## src/rtl/mbp_pkg.sv

```systemverilog
// Shared types and constants for the MSB-first bit packer.
package mbp_pkg;

  localparam int unsigned MAX_WRITE_BITS = 64;
  localparam int unsigned BYTE_BITS      = 8;

  localparam logic MODE_APPEND = 1'b0;
  localparam logic MODE_FLUSH  = 1'b1;

  typedef struct packed {
    logic        mode;
    logic [63:0] bits_value;
    logic [6:0]  bit_count;
  } in_t;

  typedef struct packed {
    logic [7:0] byte_out;
    logic       last_byte;
  } out_t;

  // Completed bytes of one input item, right-aligned, first byte highest.
  typedef struct packed {
    logic [63:0] data;
    logic [2:0]  last_idx;
  } job_t;

endpackage

```

## src/rtl/mbp_front.sv

```systemverilog
// Front end: accepts items, tracks the partial byte and forms byte jobs.
module mbp_front (
  input  logic         clk,
  input  logic         rst_n,
  input  logic         in_valid,
  output logic         in_ready,
  input  mbp_pkg::in_t in_data,
  output logic         job_valid,
  input  logic         job_ready,
  output mbp_pkg::job_t job
);
  import mbp_pkg::*;

  logic [6:0]  pend_bits_r, pend_bits_nxt;
  logic [2:0]  pend_cnt_r, pend_cnt_nxt;
  logic [6:0]  cnt_sat;
  logic [63:0] value_masked;
  logic [70:0] stream;
  logic [70:0] shifted;
  logic [6:0]  total;
  logic [2:0]  new_cnt;
  logic [3:0]  nbytes;
  logic [7:0]  flush_byte;
  logic        accept;

  assign in_ready = job_ready;
  assign accept   = in_valid && in_ready;

  always_comb begin
    cnt_sat = (in_data.bit_count > 7'(MAX_WRITE_BITS)) ? 7'(MAX_WRITE_BITS)
                                                       : in_data.bit_count;
    if (cnt_sat == 7'(MAX_WRITE_BITS)) begin
      value_masked = in_data.bits_value;
    end else begin
      value_masked = in_data.bits_value & ((64'd1 << cnt_sat) - 64'd1);
    end
    // Pending bits are the oldest, so they sit above the new ones.
    stream  = ({64'd0, pend_bits_r} << cnt_sat) | {7'd0, value_masked};
    total   = {4'd0, pend_cnt_r} + cnt_sat;
    new_cnt = total[2:0];
    nbytes  = total[6:3];
    shifted = stream >> new_cnt;
    flush_byte = {1'b0, pend_bits_r} << (4'(BYTE_BITS) - {1'b0, pend_cnt_r});

    if (in_data.mode == MODE_FLUSH) begin
      job.data      = {56'd0, flush_byte};
      job.last_idx  = 3'd0;
      job_valid     = in_valid && (pend_cnt_r != 3'd0);
      pend_bits_nxt = 7'd0;
      pend_cnt_nxt  = 3'd0;
    end else begin
      job.data      = shifted[63:0];
      job.last_idx  = 3'(nbytes - 4'd1);
      job_valid     = in_valid && (nbytes != 4'd0);
      pend_bits_nxt = stream[6:0] & ((7'd1 << new_cnt) - 7'd1);
      pend_cnt_nxt  = new_cnt;
    end
  end

  always_ff @(posedge clk) begin
    if (!rst_n) begin
      pend_bits_r <= 7'd0;
      pend_cnt_r  <= 3'd0;
    end else if (accept) begin
      pend_bits_r <= pend_bits_nxt;
      pend_cnt_r  <= pend_cnt_nxt;
    end
  end

endmodule

```

## src/rtl/mbp_queue.sv

```systemverilog
// Short job queue between the front end and the byte serializer.
module mbp_queue #(
  parameter int unsigned DEPTH = 4
) (
  input  logic          clk,
  input  logic          rst_n,
  input  logic          push_valid,
  output logic          push_ready,
  input  mbp_pkg::job_t push_job,
  output logic          pop_valid,
  input  logic          pop_ready,
  output mbp_pkg::job_t pop_job
);
  import mbp_pkg::*;

  localparam int unsigned AW = (DEPTH > 1) ? $clog2(DEPTH) : 1;
  localparam int unsigned CW = $clog2(DEPTH + 1);

  job_t          slots_r [DEPTH];
  logic [AW-1:0] wr_ptr_r, rd_ptr_r;
  logic [CW-1:0] count_r;
  logic          do_push, do_pop;

  assign push_ready = (count_r != CW'(DEPTH));
  assign pop_valid  = (count_r != '0);
  assign pop_job    = slots_r[rd_ptr_r];
  assign do_push    = push_valid && push_ready;
  assign do_pop     = pop_valid && pop_ready;

  always_ff @(posedge clk) begin
    if (do_push) begin
      slots_r[wr_ptr_r] <= push_job;
    end
  end

  always_ff @(posedge clk) begin
    if (!rst_n) begin
      wr_ptr_r <= '0;
      rd_ptr_r <= '0;
      count_r  <= '0;
    end else begin
      if (do_push) begin
        wr_ptr_r <= (wr_ptr_r == AW'(DEPTH - 1)) ? '0 : wr_ptr_r + 1'b1;
      end
      if (do_pop) begin
        rd_ptr_r <= (rd_ptr_r == AW'(DEPTH - 1)) ? '0 : rd_ptr_r + 1'b1;
      end
      if (do_push && !do_pop) begin
        count_r <= count_r + 1'b1;
      end else if (do_pop && !do_push) begin
        count_r <= count_r - 1'b1;
      end
    end
  end

endmodule

```

## src/rtl/mbp_back.sv

```systemverilog
// Back end: sends the bytes of each job out one byte per cycle while out_ready is high.
module mbp_back (
  input  logic          clk,
  input  logic          rst_n,
  input  logic          job_valid,
  output logic          job_ready,
  input  mbp_pkg::job_t job,
  output logic          out_valid,
  input  logic          out_ready,
  output mbp_pkg::out_t out_data
);
  import mbp_pkg::*;

  logic [63:0] data_r;
  logic [2:0]  idx_r;
  logic        busy_r;
  logic        out_fire, job_done;

  assign out_valid          = busy_r;
  assign out_data.byte_out  = data_r[{idx_r, 3'b000} +: 8];
  assign out_data.last_byte = (idx_r == 3'd0);
  assign out_fire           = out_valid && out_ready;
  assign job_done           = out_fire && (idx_r == 3'd0);
  // The next job loads in the same cycle the last byte of the current one leaves.
  assign job_ready          = !busy_r || job_done;

  always_ff @(posedge clk) begin
    if (job_valid && job_ready) begin
      data_r <= job.data;
    end
  end

  always_ff @(posedge clk) begin
    if (!rst_n) begin
      busy_r <= 1'b0;
      idx_r  <= 3'd0;
    end else if (job_valid && job_ready) begin
      busy_r <= 1'b1;
      idx_r  <= job.last_idx;
    end else if (job_done) begin
      busy_r <= 1'b0;
    end else if (out_fire) begin
      idx_r <= idx_r - 3'd1;
    end
  end

endmodule

```

## src/rtl/msb_first_bit_packer.sv

```systemverilog
// Top level of the MSB-first bit packer.
// A write word appends the low bit_count bits (saturated at 64) of bits_value,
// oldest bit first, to the pending partial byte; a flush word pads the partial
// byte with zeros and sends it if any bits were pending. The front end accepts
// one input word per clock while the job queue (QUEUE_DEPTH entries) has room,
// and the serializer sends one byte per clock while out_ready is high, so an
// item yields from zero to eight bytes; the one-byte output port sets the
// sustained rate. last_byte marks the final byte caused by each input word.
module msb_first_bit_packer #(
  parameter int unsigned QUEUE_DEPTH = 4
) (
  input  logic          clk,
  input  logic          rst_n,
  input  logic          in_valid,
  output logic          in_ready,
  input  mbp_pkg::in_t  in_data,
  output logic          out_valid,
  input  logic          out_ready,
  output mbp_pkg::out_t out_data
);
  import mbp_pkg::*;

  job_t fq_job, qb_job;
  logic fq_valid, fq_ready, qb_valid, qb_ready;

  mbp_front u_front (
    .clk       (clk),
    .rst_n     (rst_n),
    .in_valid  (in_valid),
    .in_ready  (in_ready),
    .in_data   (in_data),
    .job_valid (fq_valid),
    .job_ready (fq_ready),
    .job       (fq_job)
  );

  mbp_queue #(
    .DEPTH (QUEUE_DEPTH)
  ) u_queue (
    .clk        (clk),
    .rst_n      (rst_n),
    .push_valid (fq_valid),
    .push_ready (fq_ready),
    .push_job   (fq_job),
    .pop_valid  (qb_valid),
    .pop_ready  (qb_ready),
    .pop_job    (qb_job)
  );

  mbp_back u_back (
    .clk       (clk),
    .rst_n     (rst_n),
    .job_valid (qb_valid),
    .job_ready (qb_ready),
    .job       (qb_job),
    .out_valid (out_valid),
    .out_ready (out_ready),
    .out_data  (out_data)
  );

endmodule

```

## config.mk

```make
export PLATFORM = sky130hd
export DESIGN_NAME = msb_first_bit_packer
export DESIGN_NICKNAME = d
export VERILOG_FILES = /design/src/rtl/mbp_pkg.sv /design/src/rtl/mbp_front.sv /design/src/rtl/mbp_queue.sv /design/src/rtl/mbp_back.sv /design/src/rtl/msb_first_bit_packer.sv
export SDC_FILE = /design/constraint.sdc
export NUM_CORES = 1
export LEC_CHECK = 0
export BUFFER_PORTS_ARGS = -buffer_cell sky130_fd_sc_hd__buf_2
export CELL_PAD_IN_SITES_DETAIL_PLACEMENT = 1
export CELL_PAD_IN_SITES_GLOBAL_PLACEMENT = 2
export CORE_MARGIN = 5
export CORE_UTILIZATION = 39
export DETAILED_ROUTE_END_ITERATION = 8
export HOLD_SLACK_MARGIN = 0.08
export PLACE_DENSITY = 0.88
export SLEW_MARGIN = 20
export SYNTH_ARGS = -nofsm -noshare
export SYNTH_HDL_FRONTEND = slang
export SYNTH_SLANG_ARGS = --single-unit
```

## constraint.sdc

```tcl
create_clock -name clk -period 6.5 [get_ports clk]
set_clock_uncertainty 0.2 [all_clocks]
set_input_delay 0.325 -clock clk [delete_from_list [all_inputs] [get_ports clk]]
set_output_delay 0.325 -clock clk [all_outputs]
set_load 0.01 [all_outputs]
```

; Word level (Yosys, flattened, before mapping)
; Memory sizes are Yosys's and may differ from the RTL's. A register that Yosys moved wholly into a read port is not among the register bits.
; Index checks and enable logic that the tools add are counted.
; Widths: inputs -> output; s select.
[totals]
ff_bits = 85
ram_bits = 268
output_inout_bits = 11
mem_count = 1
[classes]
add_sub_neg = 10
n_lt_le_gt_ge = 1
n_eq_ne = 5
shift = 6
n_mux = 19
n_bitwise = 3
n_reduce_logical = 21
[mem_list]
columns = memory, depth, width, rd, rd_ports_with_merged_regs, wr, line
row1 = u_queue.slots_r, 4, 67, 1, 1, 1, mbp_queue.sv:19  ; job_t slots_r [DEPTH];
[op_table]
columns = cell, n
row1 = $or 71x64->71, 1
row2 = $shl 7x7->71, 1
row3 = $shr 71x3->64, 1
row4 = $mux 67, 1
row5 = $and 64x64->64, 1
row6 = $mux 64, 1
row7 = $shiftx 64x7->8, 1
row8 = $shl 1x7->64 const A, 1
row9 = $sub 64x1->64 const B, 1
row10 = $mux 3, 6
row11 = $mux 7, 2
row12 = $logic_and 1x1->1, 9
row13 = $sub 3x1->3 const B, 3
row14 = $mux 2, 4
row15 = $shl 7x4->8, 1
row16 = $add 3x7->7, 1
row17 = $and 7x7->7, 1
row18 = $eq 7x7->1 const B, 1
row19 = $gt 7x7->1 const B, 1
row20 = $shl 1x3->7 const A, 1
row21 = $sub 7x1->7 const B, 1
row22 = $reduce_bool 2->1, 3
row23 = $reduce_bool 3->1, 2
row24 = $mux 1, 5
row25 = 11 further kinds, 15

; Logic depth before layout (Yosys ltp)
[depth]
depth_word = 11
mapped_depth = 19
ltp_nobuf = 18

; Hierarchy
; From an unflattened synthesis, not the netlist that was laid out.
[hier_totals]
hier_cells = 1619
area_unflattened_um2 = 20168.1
[modules_own_cells]
columns = module, instances, cells_each, area_per_inst_um2, seq_area_each_um2
row1 = mbp_queue, 1, 401, 10152.2, 8227.9
row2 = mbp_front, 1, 1091, 7259.5, 200.2
row3 = mbp_back, 1, 127, 2756.4, 2001.9

; Least setup slack after synthesis
; OpenSTA, ideal clock, no wires.
[synth_path]
path_type = flip-flop to flip-flop
startpoint = reg u_back.idx_r[0]
endpoint = reg u_queue.count_r[2]
arrival_time_ps = 6656
required_ps = 6224
path_slack_ps = -432
stages_incl_launch_ff = 15
n_path_buf = 2
synth_period_minus_slack_ps = 6932
cell_sequence = dfxtp_1 > clkbuf_1 > clkbuf_1 > inv_1 > ha_1 > nor2b_1 > nand2_1 > a21oi_1 > inv_1 > ha_1 > inv_1 > fa_1 > xor2_1 > or3_1 > a21boi_0
[synth_rtl]
columns = item, line
row1 = from (decl), mbp_back.sv:15  ; logic [2:0] idx_r;
row2 = from (signal assigned), mbp_back.sv:39  ; idx_r <= job.last_idx;
row3 = from (signal assigned), mbp_back.sv:43  ; idx_r <= idx_r - 3'd1;
row4 = to (signal assigned), mbp_queue.sv:49  ; count_r <= count_r + 1'b1;
row5 = to (signal assigned), mbp_queue.sv:51  ; count_r <= count_r - 1'b1;
row6 = to (decl), mbp_queue.sv:21  ; logic [CW-1:0] count_r;

; Final worst setup path
[layout_path]
startpoint = reg u_front.pend_cnt_r[0]
endpoint = reg u_queue.count_r[2]
[layout_via]
elab_chain_cells = 8
elab_cells_between_ends = 12
cone_classes = add/sub: 1 / mux: 2 / reduce/logical: 9
[layout_rtl]
columns = item, line
row1 = from (decl), mbp_front.sv:15  ; logic [2:0] pend_cnt_r, pend_cnt_nxt;
row2 = from (signal assigned), mbp_front.sv:66  ; pend_cnt_r <= pend_cnt_nxt;
row3 = $add 3x7->7, mbp_front.sv:39  ; total = {4'd0, pend_cnt_r} + cnt_sat;
row4 = $reduce_bool 4->1, mbp_front.sv:54  ; job_valid = in_valid && (nbytes != 4'd0);
row5 = $logic_and 1x1->1, mbp_front.sv:54
row6 = $mux 1 *, mbp_front.sv:45  ; if (in_data.mode == MODE_FLUSH) begin
row7 = $logic_and 1x1->1 *, mbp_queue.sv:27  ; assign do_push = push_valid && push_ready;
row8 = named net u_queue.do_push, mbp_queue.sv:22  ; logic do_push, do_pop;
row9 = $logic_not 1->1, mbp_queue.sv:50  ; end else if (do_pop && !do_push) begin
row10 = $logic_and 1x1->1, mbp_queue.sv:50
row11 = $reduce_bool 2->1 (no line), n/a
; The timed path passes the listed nets; every way through them passes the cells marked *.
; A chain may end at the register's enable or synchronous reset.

==> results.tsv <==
stage	metric	value	unit
cts	post-CTS resize count	0	
cts	cts-stage hold buffer count	3	
timing	max-slew violation count	0	
worst_hold_path	worst hold stages	4	
critical_path	maximum fanout along the worst path	14	
yosys	share of Yosys cell area claimed by the top area cell type	48.82	%
power_and_ir_drop	worst supply voltage drop on vdd	0.0001991	V
critical_path	cell-by-cell trace of the critical path	ha_2, inv_1, fa_2, nor2b_1, o21ai_0, xnor2_1, nand2_1, ha_1, and4_1, a221oi_2, ha_1, inv_1, fa_1, xor2_1, or3_1, a21boi_0	
critical_path	Slowest Stage Delay on Critical Path	0.67	ns
detailed_routing	remaining routing DRC violations	0	
worst_hold_path	Worst Hold Path EP	u_front.pend_bits_r[0]	
critical_path	endpoint of the lowest-slack register-to-register path	u_queue.count_r[2]	
critical_path	data arrival at the endpoint of the critical path	4.93	ns
cts	maximum root-to-sink buffer count	3	
global_route	total congestion overflow	0	
floorplan	number of rows created at floorplan	83	
yosys	Warnings, synthesis	0	
floorplan	placeable core area	51610	um2
floorplan	Die Area	57040	um2
timing	final critical delay including setup and external delays	4.634	ns
critical_path	kind of end point of the critical path	flip-flop	
critical_path	Worst path top cell family by delay	adder cells	
cts	Reg clk slew, reported paths	0.07	ns
cts	H-tree Lvls	1	
yosys	post-synthesis sequential element count	355	
outcome	status	complete, no violations	
yosys	average footprint of a synthesized cell	12.32	um2
critical_path	type of the setup path with the least slack	reg2reg	
global_route	initial antenna violation count	0	
power_and_ir_drop	LEAKAGE	7.359	nW
worst_hold_path	startpoint of the most critical hold path	in_data[7]	
cells_and_area	sequential standard cell area	10440	um2
global_route	Total Routing Usage GR	26.20	%
global_route	wire length of the first global-routing pass	111.8	mm
timing	slew margin rel.	24.66	%
global_route	largest net degree at the start of global routing	76	
yosys	leading area contributor after synthesis	sky130_fd_sc_hd__edfxtp_1	
timing	worst slew pin tran	1.118	ns
cts	clock tree from TritonCTS	done	
yosys	sequential fraction of the synthesis area	51.08	%
detailed_routing	first drt pass iteration count	5	
cells_and_area	multi-input gate area in the final layout	9269	um2
floorplan	starting density of the core	39.56	%
global_route	via count of the first global-routing pass	15990	
cts	number of buffers created by CTS	30	
detailed_routing	detail-routed net length per standard cell	31.94	um
critical_path	Critical Path RT	6.80	ns
worst_hold_path	type of the tightest min-delay check	in2reg	
yosys	biggest area contributors in the synthesized netlist	sky130_fd_sc_hd__edfxtp_1 49%, sky130_fd_sc_hd__mux4_2 10%, sky130_fd_sc_hd__mux2i_1 2.5%	
critical_path	worst-case register-to-register setup slack	1.87	ns
timing	final clock period utilization by the worst path	71.29	%
cts	clk_lat worst skew	0.57	ns
timing	setup repair after global routing missed its margin	no	
flow_run	number of max-capacitance violations reported	0	
yosys	asr flop ratio synth	0	%
yosys	number of flops mapped to enable cells by yosys	332	
cts	clock root buffer	sky130_fd_sc_hd__clkbuf_16	
cts	Post CTS Setup Buffer Count	0	
yosys	most common library cells after synthesis	332 x sky130_fd_sc_hd__edfxtp_1, 113 x sky130_fd_sc_hd__nand2_1, 107 x sky130_fd_sc_hd__nor2_1	
detailed_routing	Routed Antenna Nets	0	
cells_and_area	Layout Area Growth over Synthesis	9.853	%
power_and_ir_drop	Power Total	0.007076	W
floorplan	Die Ht	238.8	um
placement	placer congestion estimate	1.022	
cells_and_area	ratio of cells with drive above 1 in the final layout	21.55	%
cells_and_area	number of nets at the end of the flow	1779	
yosys	cell count after synthesis	1657	
yosys	synthesized net count	1751	
detailed_routing	wire length after detailed routing	76.31	mm
critical_path	Register-to-Register Path Depth	16	
floorplan	IO Count	87	
detailed_routing	Via density	6.550	
timing	achievable frequency	215.8	MHz
critical_path	startpoint class of the critical path	flip-flop	
critical_path	CP max stage cell	sky130_fd_sc_hd__dfxtp_1	
yosys	most instantiated flip-flop cell in the synthesis netlist	sky130_fd_sc_hd__edfxtp_1	
timing	total negative setup slack	0	ns
detailed_routing	DR vias	15650	
cells_and_area	filler instances	5375	
yosys	dominant cell by count in the synthesized netlist	sky130_fd_sc_hd__edfxtp_1	
placement	half-perimeter wire length after placement	56.68	mm
critical_path	Critical path buffers and inverters	2	
detailed_routing	DRC violation total after the first TritonRoute iteration	1604	
cts	clock sink count	355	
timing	number of hold violations in the final report	0	
floorplan	die extent in x	238.8	um
power_and_ir_drop	power density relative to cell area	315.5	nW/um2
yosys	cell area after synthesis	20420	um2
yosys	count of cell types in the netlist	115	
timing	final number of setup-violating endpoints	0	
critical_path	RR Startpoint	u_front.pend_cnt_r[0]	
placement	port bufs	86	
## worst max-delay path by stage
stage,from,endpoint,depth (start not counted)
2_1_floorplan,u_back.idx_r[0],u_queue.count_r[2],14
3_3_place_gp,in_data[0],u_queue.count_r[2],19
3_5_place_dp,in_data[0],u_queue.count_r[2],19
4_1_cts,u_front.pend_cnt_r[0],u_queue.count_r[2],16
5_1_grt,u_front.pend_cnt_r[0],u_queue.count_r[2],16
6_report,u_front.pend_cnt_r[0],u_queue.count_r[2],16
## power breakdown
part,internal [W],switching (W),total [W]
combinational,0.000862,0.00124,0.00211
sequential,0.00304,0.000202,0.00324
clock,0.000937,0.000795,0.00173
total,0.00484,0.00224,0.00708
## per-stage QoR
step                util (%)  hold WS [ns]  instance area (um2)  instances  setup WS (ns)
floorplan                  -        0.2774                20420       1657          1.295
global placement       41.57        0.3193                21460       2330          1.494
detailed placement     41.57        0.3082                21460       2330          1.297
CTS                    43.46        0.2145                22430       2388          1.854
global route           43.46        0.2431                22430       2388          1.512
finish                 43.46        0.2264                22430       2389          1.866
## worst register-to-register path, stage by stage, from the launching register on
cell and delay, ns:
sky130_fd_sc_hd__dfxtp_1 0.67, sky130_fd_sc_hd__ha_2 0.30, sky130_fd_sc_hd__inv_1 0.07, sky130_fd_sc_hd__fa_2 0.44, sky130_fd_sc_hd__nor2b_1 0.18, sky130_fd_sc_hd__o21ai_0 0.12
sky130_fd_sc_hd__xnor2_1 0.16, sky130_fd_sc_hd__nand2_1 0.08, sky130_fd_sc_hd__ha_1 0.23, sky130_fd_sc_hd__and4_1 0.19, sky130_fd_sc_hd__a221oi_2 0.56, sky130_fd_sc_hd__ha_1 0.30
sky130_fd_sc_hd__inv_1 0.07, sky130_fd_sc_hd__fa_1 0.38, sky130_fd_sc_hd__xor2_1 0.16, sky130_fd_sc_hd__or3_1 0.31, sky130_fd_sc_hd__a21boi_0 0.16
## layer usage
metal	routed length [um]	up-vias	GRT usage [%]	part of all wire [%]
li1	-	6726	-	-
met3	4743	142	3.034	6.2
met4	3411	0	10.19	4.5
met2	35830	721	42.46	47
met1	32320	8060	36.33	42
met5	0	-	0	0
## placed cells by master (no fill, tap or decap), types with 21 or more instances in the layout
cell type	count
sky130_fd_sc_hd__a21oi_1	71
sky130_fd_sc_hd__buf_2	86
sky130_fd_sc_hd__nor2b_1	24
sky130_fd_sc_hd__nor2_1	107
sky130_fd_sc_hd__o22ai_1	30
sky130_fd_sc_hd__inv_1	23
sky130_fd_sc_hd__nand2_1	113
sky130_fd_sc_hd__edfxtp_1	332
sky130_fd_sc_hd__mux4_2	91
sky130_fd_sc_hd__mux2_2	30
sky130_fd_sc_hd__a211oi_1	37
sky130_fd_sc_hd__nor3_1	34
sky130_fd_sc_hd__clkbuf_16	30
sky130_fd_sc_hd__buf_4	38
sky130_fd_sc_hd__mux2i_1	51
sky130_fd_sc_hd__nand3_1	37
sky130_fd_sc_hd__dfxtp_1	21
sky130_fd_sc_hd__o21ai_0	67
## sequential cells by signal, summed over array words and instances (netlist names), named ones only
name,cells
u_back.data_r,64
u_queue.count_r,3
u_queue.slots_r,268
u_front.pend_bits_r,7
u_back.idx_r,3
u_queue.rd_ptr_r,2
u_back.out_valid,1
u_queue.wr_ptr_r,2
u_front.pend_cnt_r,3
## area by class of cell
cell class                 instances  share of cell area, %
clock inverter                    18                 0.7419
clock buffer                      37                  3.464
sequential                       355                  46.52
multi-input combinational       1139                  41.32
timing repair buffer             131                  3.681
antenna                            1                0.01116
tap                              680                  3.793
inverter                          28                 0.4685
## cell families after synthesis
kind of cell | count (synthesis) | synth area share (%)
mux | 173 | 14.30
simple gates | 460 | 12.35
compound gates | 477 | 16.86
xor+xnor | 11 | 0.4718
flops | 355 | 51.08
buf+inv | 163 | 3.762
fa+ha+maj | 18 | 1.176
Power figures use the tool's default switching activity.
